**src/hdl/cqs_pkg.sv**
```systemverilog
// ----------------------------------------------------------------------------
// cqs_pkg: shared types and constants for the circular queue with search
// Operation and status codes, controller state and the result beat type.
// ----------------------------------------------------------------------------
package cqs_pkg;

	localparam int DEPTH_DEF = 16;
	localparam int WORD_W    = 32;

	localparam logic [1:0] OP_ENQ  = 2'd0;
	localparam logic [1:0] OP_DEQ  = 2'd1;
	localparam logic [1:0] OP_SRCH = 2'd2;

	localparam logic [1:0] ST_OK    = 2'd0;
	localparam logic [1:0] ST_FULL  = 2'd1;
	localparam logic [1:0] ST_EMPTY = 2'd2;

	typedef enum logic [1:0] {
		S_IDLE,
		S_DEQ,
		S_SRCH
	} state_t;

	typedef struct packed {
		logic                     valid;
		logic [1:0]               status;
		logic signed [WORD_W-1:0] data;
		logic                     found;
	} res_t;

endpackage

```
**src/hdl/cqs_ram.sv**
```systemverilog
// ----------------------------------------------------------------------------
// cqs_ram: ring storage
// One write port and one read port; read data is registered.
// ----------------------------------------------------------------------------
module cqs_ram import cqs_pkg::*; #(
	parameter int DEPTH = DEPTH_DEF,
	parameter int AW    = (DEPTH > 1) ? $clog2(DEPTH) : 1
) (
	input  logic                     clk,
	input  logic                     we,
	input  logic [AW-1:0]            waddr,
	input  logic signed [WORD_W-1:0] wdata,
	input  logic [AW-1:0]            raddr,
	output logic signed [WORD_W-1:0] rdata
);

	logic signed [WORD_W-1:0] mem [DEPTH];

	always_ff @(posedge clk) begin
		if (we) begin
			mem[waddr] <= wdata;
		end
	end

	always_ff @(posedge clk) begin
		rdata <= mem[raddr];
	end

endmodule

```
**src/hdl/cqs_ctrl.sv**
```systemverilog
// ----------------------------------------------------------------------------
// cqs_ctrl: queue controller
// Keeps head and tail pointers, drives the ring memory and walks the occupied
// slots one read per cycle for a search.
// ----------------------------------------------------------------------------
module cqs_ctrl import cqs_pkg::*; #(
	parameter int DEPTH = DEPTH_DEF,
	parameter int AW    = (DEPTH > 1) ? $clog2(DEPTH) : 1
) (
	input  logic                     clk,
	input  logic                     arst_n,
	input  logic                     in_valid,
	output logic                     in_stall,
	input  logic [1:0]               op,
	input  logic signed [WORD_W-1:0] value,
	input  logic                     res_free,
	output res_t                     res,
	output logic                     ram_we,
	output logic [AW-1:0]            ram_waddr,
	output logic signed [WORD_W-1:0] ram_wdata,
	output logic [AW-1:0]            ram_raddr,
	input  logic signed [WORD_W-1:0] ram_rdata
);

	localparam logic [AW-1:0] LAST = AW'(DEPTH - 1);

	function automatic logic [AW-1:0] next_slot(input logic [AW-1:0] i);
		return (i == LAST) ? '0 : i + 1'b1;
	endfunction

	state_t                   state_q, state_d;
	logic [AW-1:0]            head_q, head_d;
	logic [AW-1:0]            tail_q, tail_d;
	logic [AW-1:0]            f_q, f_d;
	logic signed [WORD_W-1:0] key_q, key_d;
	logic                     accept;
	logic                     empty;
	logic [AW-1:0]            tail_nx;
	logic [AW-1:0]            head_nx;

	assign empty   = (head_q == tail_q);
	assign tail_nx = next_slot(tail_q);
	assign head_nx = next_slot(head_q);
	assign in_stall = !((state_q == S_IDLE) && res_free);
	assign accept   = in_valid && !in_stall;

	assign ram_waddr = tail_nx;
	assign ram_wdata = value;
	assign ram_raddr = (state_q == S_IDLE) ? head_nx : next_slot(f_q);

	always_comb begin
		state_d    = state_q;
		head_d     = head_q;
		tail_d     = tail_q;
		f_d        = f_q;
		key_d      = key_q;
		ram_we     = 1'b0;
		res.valid  = 1'b0;
		res.status = ST_OK;
		res.data   = '0;
		res.found  = 1'b0;
		case (state_q)
			S_IDLE: begin
				if (accept) begin
					case (op)
						OP_ENQ: begin
							res.valid = 1'b1;
							if (tail_nx == head_q) begin
								res.status = ST_FULL;
							end else begin
								ram_we = 1'b1;
								tail_d = tail_nx;
							end
						end
						OP_DEQ: begin
							if (empty) begin
								res.valid  = 1'b1;
								res.status = ST_EMPTY;
							end else begin
								head_d  = head_nx;
								state_d = S_DEQ;
							end
						end
						OP_SRCH: begin
							if (empty) begin
								res.valid = 1'b1;
							end else begin
								f_d     = head_nx;
								key_d   = value;
								state_d = S_SRCH;
							end
						end
						default: begin
							res.valid = 1'b1;
						end
					endcase
				end
			end
			S_DEQ: begin
				res.valid = 1'b1;
				res.data  = ram_rdata;
				state_d   = S_IDLE;
			end
			S_SRCH: begin
				if (ram_rdata == key_q) begin
					res.valid = 1'b1;
					res.found = 1'b1;
					state_d   = S_IDLE;
				end else if (f_q == tail_q) begin
					res.valid = 1'b1;
					state_d   = S_IDLE;
				end else begin
					f_d = next_slot(f_q);
				end
			end
			default: begin
				state_d = S_IDLE;
			end
		endcase
	end

	always_ff @(posedge clk or negedge arst_n) begin
		if (!arst_n) begin
			state_q <= S_IDLE;
			head_q  <= '0;
			tail_q  <= '0;
		end else begin
			state_q <= state_d;
			head_q  <= head_d;
			tail_q  <= tail_d;
		end
	end

	always_ff @(posedge clk) begin
		f_q   <= f_d;
		key_q <= key_d;
	end

endmodule

```
**src/hdl/circular_queue_with_search_core.sv**
```systemverilog
// ----------------------------------------------------------------------------
// circular_queue_with_search_core: circular FIFO of 32-bit words with search
// Top level: controller, ring memory and the output register.
// ----------------------------------------------------------------------------
// Usage:
//   Input channel (in_valid/in_stall, op, value) takes one beat per operation:
//   enqueue, dequeue or search. Every input beat yields exactly one output
//   beat (out_valid/out_stall, status, data_out, found). The queue holds
//   DEPTH-1 words.
//   Enqueue, unused op codes, a full enqueue and a dequeue or search on an
//   empty queue answer from the idle state; a dequeue waits for one memory
//   read, and a search walks the queued words, one entry compared per cycle,
//   oldest first, stopping at the first match. Enqueue beats are taken one
//   per cycle while the output is not stalled; a dequeue or search is
//   finished before the next beat is taken.
//   One operation is in flight at a time; a new beat is taken once the
//   controller is idle and the output register is empty or being drained.
//   While out_stall holds a result in the output register, in_stall is high.
//   Reset empties the queue (head and tail pointers to zero); ring contents
//   are not cleared.
// ----------------------------------------------------------------------------
module circular_queue_with_search_core import cqs_pkg::*; #(
	parameter int DEPTH = DEPTH_DEF
) (
	input  logic                     clk,
	input  logic                     arst_n,
	input  logic                     in_valid,
	output logic                     in_stall,
	input  logic [1:0]               op,
	input  logic signed [WORD_W-1:0] value,
	output logic                     out_valid,
	input  logic                     out_stall,
	output logic [1:0]               status,
	output logic signed [WORD_W-1:0] data_out,
	output logic                     found
);

	localparam int AW = (DEPTH > 1) ? $clog2(DEPTH) : 1;

	res_t                     res;
	logic                     res_free;
	logic                     ram_we;
	logic [AW-1:0]            ram_waddr;
	logic signed [WORD_W-1:0] ram_wdata;
	logic [AW-1:0]            ram_raddr;
	logic signed [WORD_W-1:0] ram_rdata;
	logic                     out_valid_q;
	logic [1:0]               status_q;
	logic signed [WORD_W-1:0] data_q;
	logic                     found_q;

	assign res_free = !out_valid_q || !out_stall;

	cqs_ctrl #(
		.DEPTH(DEPTH),
		.AW   (AW)
	) u_ctrl (
		.clk      (clk),
		.arst_n   (arst_n),
		.in_valid (in_valid),
		.in_stall (in_stall),
		.op       (op),
		.value    (value),
		.res_free (res_free),
		.res      (res),
		.ram_we   (ram_we),
		.ram_waddr(ram_waddr),
		.ram_wdata(ram_wdata),
		.ram_raddr(ram_raddr),
		.ram_rdata(ram_rdata)
	);

	cqs_ram #(
		.DEPTH(DEPTH),
		.AW   (AW)
	) u_ram (
		.clk  (clk),
		.we   (ram_we),
		.waddr(ram_waddr),
		.wdata(ram_wdata),
		.raddr(ram_raddr),
		.rdata(ram_rdata)
	);

	always_ff @(posedge clk or negedge arst_n) begin
		if (!arst_n) begin
			out_valid_q <= 1'b0;
		end else if (res.valid) begin
			out_valid_q <= 1'b1;
		end else if (!out_stall) begin
			out_valid_q <= 1'b0;
		end
	end

	always_ff @(posedge clk) begin
		if (res.valid) begin
			status_q <= res.status;
			data_q   <= res.data;
			found_q  <= res.found;
		end
	end

	assign out_valid = out_valid_q;
	assign status    = status_q;
	assign data_out  = data_q;
	assign found     = found_q;

endmodule

```
**config.mk**
```make
export PLATFORM = sky130hd
export DESIGN_NAME = circular_queue_with_search_core
export DESIGN_NICKNAME = d
export VERILOG_FILES = /design/src/hdl/cqs_pkg.sv /design/src/hdl/cqs_ram.sv /design/src/hdl/cqs_ctrl.sv /design/src/hdl/circular_queue_with_search_core.sv
export SDC_FILE = /design/constraint.sdc
export NUM_CORES = 1
export LEC_CHECK = 0
export BUFFER_PORTS_ARGS = -buffer_cell sky130_fd_sc_hd__buf_2
export CAP_MARGIN = 20
export CORE_MARGIN = 5
export CORE_UTILIZATION = 50
export DETAILED_ROUTE_END_ITERATION = 10
export GPL_ROUTABILITY_DRIVEN = 0
export PLACE_DENSITY = 0.65
export SLEW_MARGIN = 20
export SYNTH_ARGS = -nofsm -noshare
export SYNTH_HDL_FRONTEND = slang
export SYNTH_SLANG_ARGS = --single-unit
export TNS_END_PERCENT = 100
```
**constraint.sdc**
```tcl
create_clock -name clk -period 4.1 [get_ports clk]
set_clock_uncertainty 0.05 [all_clocks]
set_input_delay 0.41 -clock clk [delete_from_list [all_inputs] [get_ports clk]]
set_output_delay 0.41 -clock clk [all_outputs]
set_load 0.01 [all_outputs]
```
==> results.md <==
- Status: completed
- Drt first-iter violations: 2086
- Worst setup margin: 0.691 ns
- # diodes: 0
- Mapped Cells: 1573
- Fmax: 293 MHz
- Req. time, crit path: 4.36 ns
- Layout cells sized above 1: 23.6%
- Syn nets: 1621
- Total number of yosys warnings: 0
- VDD IR max: 0.676 mV
- Largest net degree at the start of global routing: 65
- Starting density of the core: 50.7%
- CTS max path bufs: 3
- Clk_lat worst skew: 0.64 ns
- Global route overflow: 0
- Endpoints failing setup: 0
- FP Rows: 82
- Crit path max-delay family: compound AO/OA/AOI/OAI gates
- Worst R2R Start: u_ctrl.tail_q[0]$_DFFE_PN0P_
- Vias in the first global route: 14.4k
- H-tree depth: 2
- Asr flop ratio synth: 1.76%
- Post-Route Setup TNS: 0 ns
- Slew Viols, Final: 0
- Critical path depth: 6
- IO Count: 75
- Cells on Worst Hold Path: 3
- RSZ-0062 raised after global routing: false
- Gate power share: 42.2%
- First-pass GRT wire length: 99700 um
- DR WL/cell: 28.4 um
- Sink Count: 626
- Setup CP Type: reg2reg
- Largest stage delay, worst path: 0.63 ns
- Overall Global Routing Usage: 23.8%
- DRC violations left: 0
- Vias/cell: 6.30
- Synthesized area per cell: 16.2 um^2
- Hold Violations, Final: 0
- Die X: 236 um
- Reg2reg end: u_ram.mem[4][13]$_DFFE_PP_
- # resized after CTS: 0
- Number of antenna violations at the first check in global routing: 1
- Sw frac: 38.7%
- Power density cells: 821 nW/um^2
- Layout area overhead: 13.3%
- Internal power: 14.5 mW
- Arr. time, crit path: 3.67 ns
- Die Span Y: 236 um
- Worst hold path type: in2reg
- DR vias: 14.9k
- CTS Root Cell: clkbuf_16
- Fin nets: 1697
- CTS clk-pin slew, worst paths: 0.06 ns
- Synth Register Bits: 626
- Final wirelength: 67400 um
- Crit path cell chain: ha_1 -> o311ai_2 -> xnor2_1 -> a21oi_2 -> and3_2 -> buf_4
- CP Capture Point: u_ram.mem[4][13]$_DFFE_PP_
- CORE AREA: 50400 um^2
- Final Power: 23.7 mW
- Clk pwr share: 24.0%
- Net Switching: 9.20 mW
- CTS tree: yes
- Static Leak: 9.51 nW
- Max-slew headroom: 39.0%
- Synthesized area: 25500 um^2
- I/O Buffers: 74
- Crit path max fanout: 17
- DIE AREA: 55700 um^2
- R2R depth: 6
- Post-Place Worst Slack: 0.794 ns
- Fin crit period: 3.41 ns
- Startpoint types: flop
- Top FF cell, synth: edfxtp_1
- CP Launch Point: u_ctrl.tail_q[0]$_DFFE_PN0P_
- Final Cycle Share: 83.1%
- CTS Buf Count: 61
- Dpl hpwl: 41700 um
- Detailed Routing Iterations Pass 1: 5
- Post-synth EDFFs: 583
- Flop pwr share: 33.8%
- Post-synthesis sequential area ratio: 72.2%
- Buffer and inverter count on the worst path: 1
- Yosys cell types: 58
- Critical Path End Type: flop
- Slowest cell on crit path: and3_2
- Routed Antenna Nets: 0
- Max_cap viols: 0
- FF-to-FF setup slack: 0.69 ns
- Worst-Margin Slew: 0.914 ns
[power groups by stage]
stage,logic (mW),clock network [mW],registers [mW]
after floorplan,6.61,0,8.00
after global placement,9.86,0,8.14
after detailed placement,9.94,0,8.14
after CTS,9.99,5.77,8.01
after global routing,10.6,6.06,8.05
final,10.0,5.71,8.01
[per-layer routing]
layer	vias up	global-route usage (%)	share of wire, %
met5	-	0	0
met1	7629	35.2	43
li1	6442	-	-
met4	0	6.95	2.5
met2	743	37.2	47
met3	109	3.34	7.8
[repair_timing]
action | CTS | global route
hold buffers | 1 | 0
endpoints found under the hold margin | 11 | 0
buffers inserted | 0 | 0
[cell usage after synthesis, types with 2 or more instances]
| cell type | count | area share (%) |
|---|---|---|
| and2_1 | 34 | 0.83 |
| o211ai_1 | 66 | 1.9 |
| buf_1 | 3 | 0.044 |
| ha_1 | 10 | 0.49 |
| clkbuf_1 | 78 | 1.1 |
| o221ai_1 | 124 | 4.3 |
| dfrtp_1 | 11 | 1.1 |
| edfxtp_1 | 583 | 69 |
| nor3_1 | 2 | 0.039 |
| nand4_1 | 8 | 0.20 |
| o221ai_2 | 4 | 0.24 |
| mux2_1 | 56 | 2.5 |
| nor2_1 | 7 | 0.10 |
| buf_2 | 21 | 0.41 |
| o2111a_1 | 2 | 0.088 |
| buf_6 | 15 | 0.66 |
| nand2_1 | 11 | 0.16 |
| buf_4 | 4 | 0.12 |
| nand4b_1 | 2 | 0.069 |
| and3_1 | 19 | 0.47 |
| nand2b_1 | 3 | 0.074 |
| mux2_2 | 109 | 4.8 |
| nor2b_1 | 3 | 0.074 |
| o21ai_0 | 68 | 1.3 |
| xnor2_1 | 39 | 1.3 |
| nand3_1 | 132 | 2.6 |
| o211ai_2 | 32 | 1.6 |
| a21o_1 | 2 | 0.059 |
| xor2_1 | 13 | 0.45 |
| a21oi_1 | 5 | 0.098 |
| or3_1 | 4 | 0.098 |
| dfxtp_1 | 32 | 2.5 |
| inv_1 | 41 | 0.60 |
| nor4_1 | 5 | 0.12 |
| o21a_1 | 2 | 0.059 |
[logic make-up after synthesis]
family / after synthesis / synth area share, %
AO/OA/AOI/OAI: 322 / 10.3
XOR/XNOR: 52 / 1.78
adder cells (fa/ha/maj): 10 / 0.490
buffers and inverters: 162 / 2.99
flip-flops: 626 / 72.2
multiplexers: 166 / 7.32
AND/OR/NAND/NOR: 235 / 4.98
[stage by stage]
step / std cells / utilization, % / area (um^2) / hold WS (ns)
6_report: 2370 / 57.4 / 28900 / 0.0342
5_1_grt: 2370 / 57.4 / 28900 / 0.0338
4_1_cts: 2370 / 57.4 / 28900 / 0.0105
3_5_place_dp: 2257 / 53.4 / 26900 / 0.257
3_3_place_gp: 2257 / 53.4 / 26900 / 0.256
2_1_floorplan: 1573 / - / 25500 / 0.0644
[placed cells by master (no fill, tap or decap), types with 17 or more instances in the layout]
cell and count:
buf_2 74, and2_1 33, o211ai_2 32, inv_1 41, buf_12 17, nand3_1 132, buf_4 42, dfxtp_1 32
clkbuf_16 61, o21ai_0 67, edfxtp_1 583, o221ai_1 124, xnor2_1 39, o211ai_1 66, mux2_1 56, mux2_2 109
[worst reg2reg max path: cells and delay by family, from the launching register on]
family | cells | cell delay (ns)
compound gates | 2 | 1.05
simple gates | 1 | 0.63
flops | 1 | 0.50
buf+inv | 1 | 0.35
fa+ha+maj | 1 | 0.32
xor+xnor | 1 | 0.19
[how the worst min path moves through the flow]
| stage | startpoint | to | slack (ns) |
|---|---|---|---|
| 3_3_place_gp | arst_n | u_ctrl.tail_q[2]$_DFFE_PN0P_ | 0.26 |
| 3_5_place_dp | arst_n | u_ctrl.head_q[1]$_DFFE_PN0P_ | 0.26 |
| 2_1_floorplan | arst_n | out_valid$_DFFE_PN0P_ | 0.06 |
| 4_1_cts | out_stall | out_valid$_DFFE_PN0P_ | 0.01 |
| 5_1_grt | out_stall | out_valid$_DFFE_PN0P_ | 0.03 |
| 6_report | out_stall | out_valid$_DFFE_PN0P_ | 0.03 |
[layout make-up]
| type | instances | area (um^2) |
|---|---|---|
| sequential | 626 | 18400 |
| inverter | 41 | 154 |
| multi-input combinational | 785 | 6440 |
| fill | 3836 | 21500 |
| clock inverter | 36 | 420 |
| timing repair buffer | 134 | 1040 |
| clock buffer | 76 | 1600 |
| tap | 672 | 841 |
[flip-flops by register name, indices dropped and copies added (netlist names)]
| name | count |
|---|---|
| out_valid | 1 |
| data_out | 32 |
| u_ctrl.key_q | 32 |
| u_ctrl.state_q | 2 |
| u_ctrl.f_q | 4 |
| u_ram.mem | 512 |
| u_ctrl.head_q | 4 |
| u_ctrl.tail_q | 4 |
| u_ram.rdata | 32 |
| found | 1 |
| status | 2 |
Note: power is estimated with default switching activity, not from simulation.
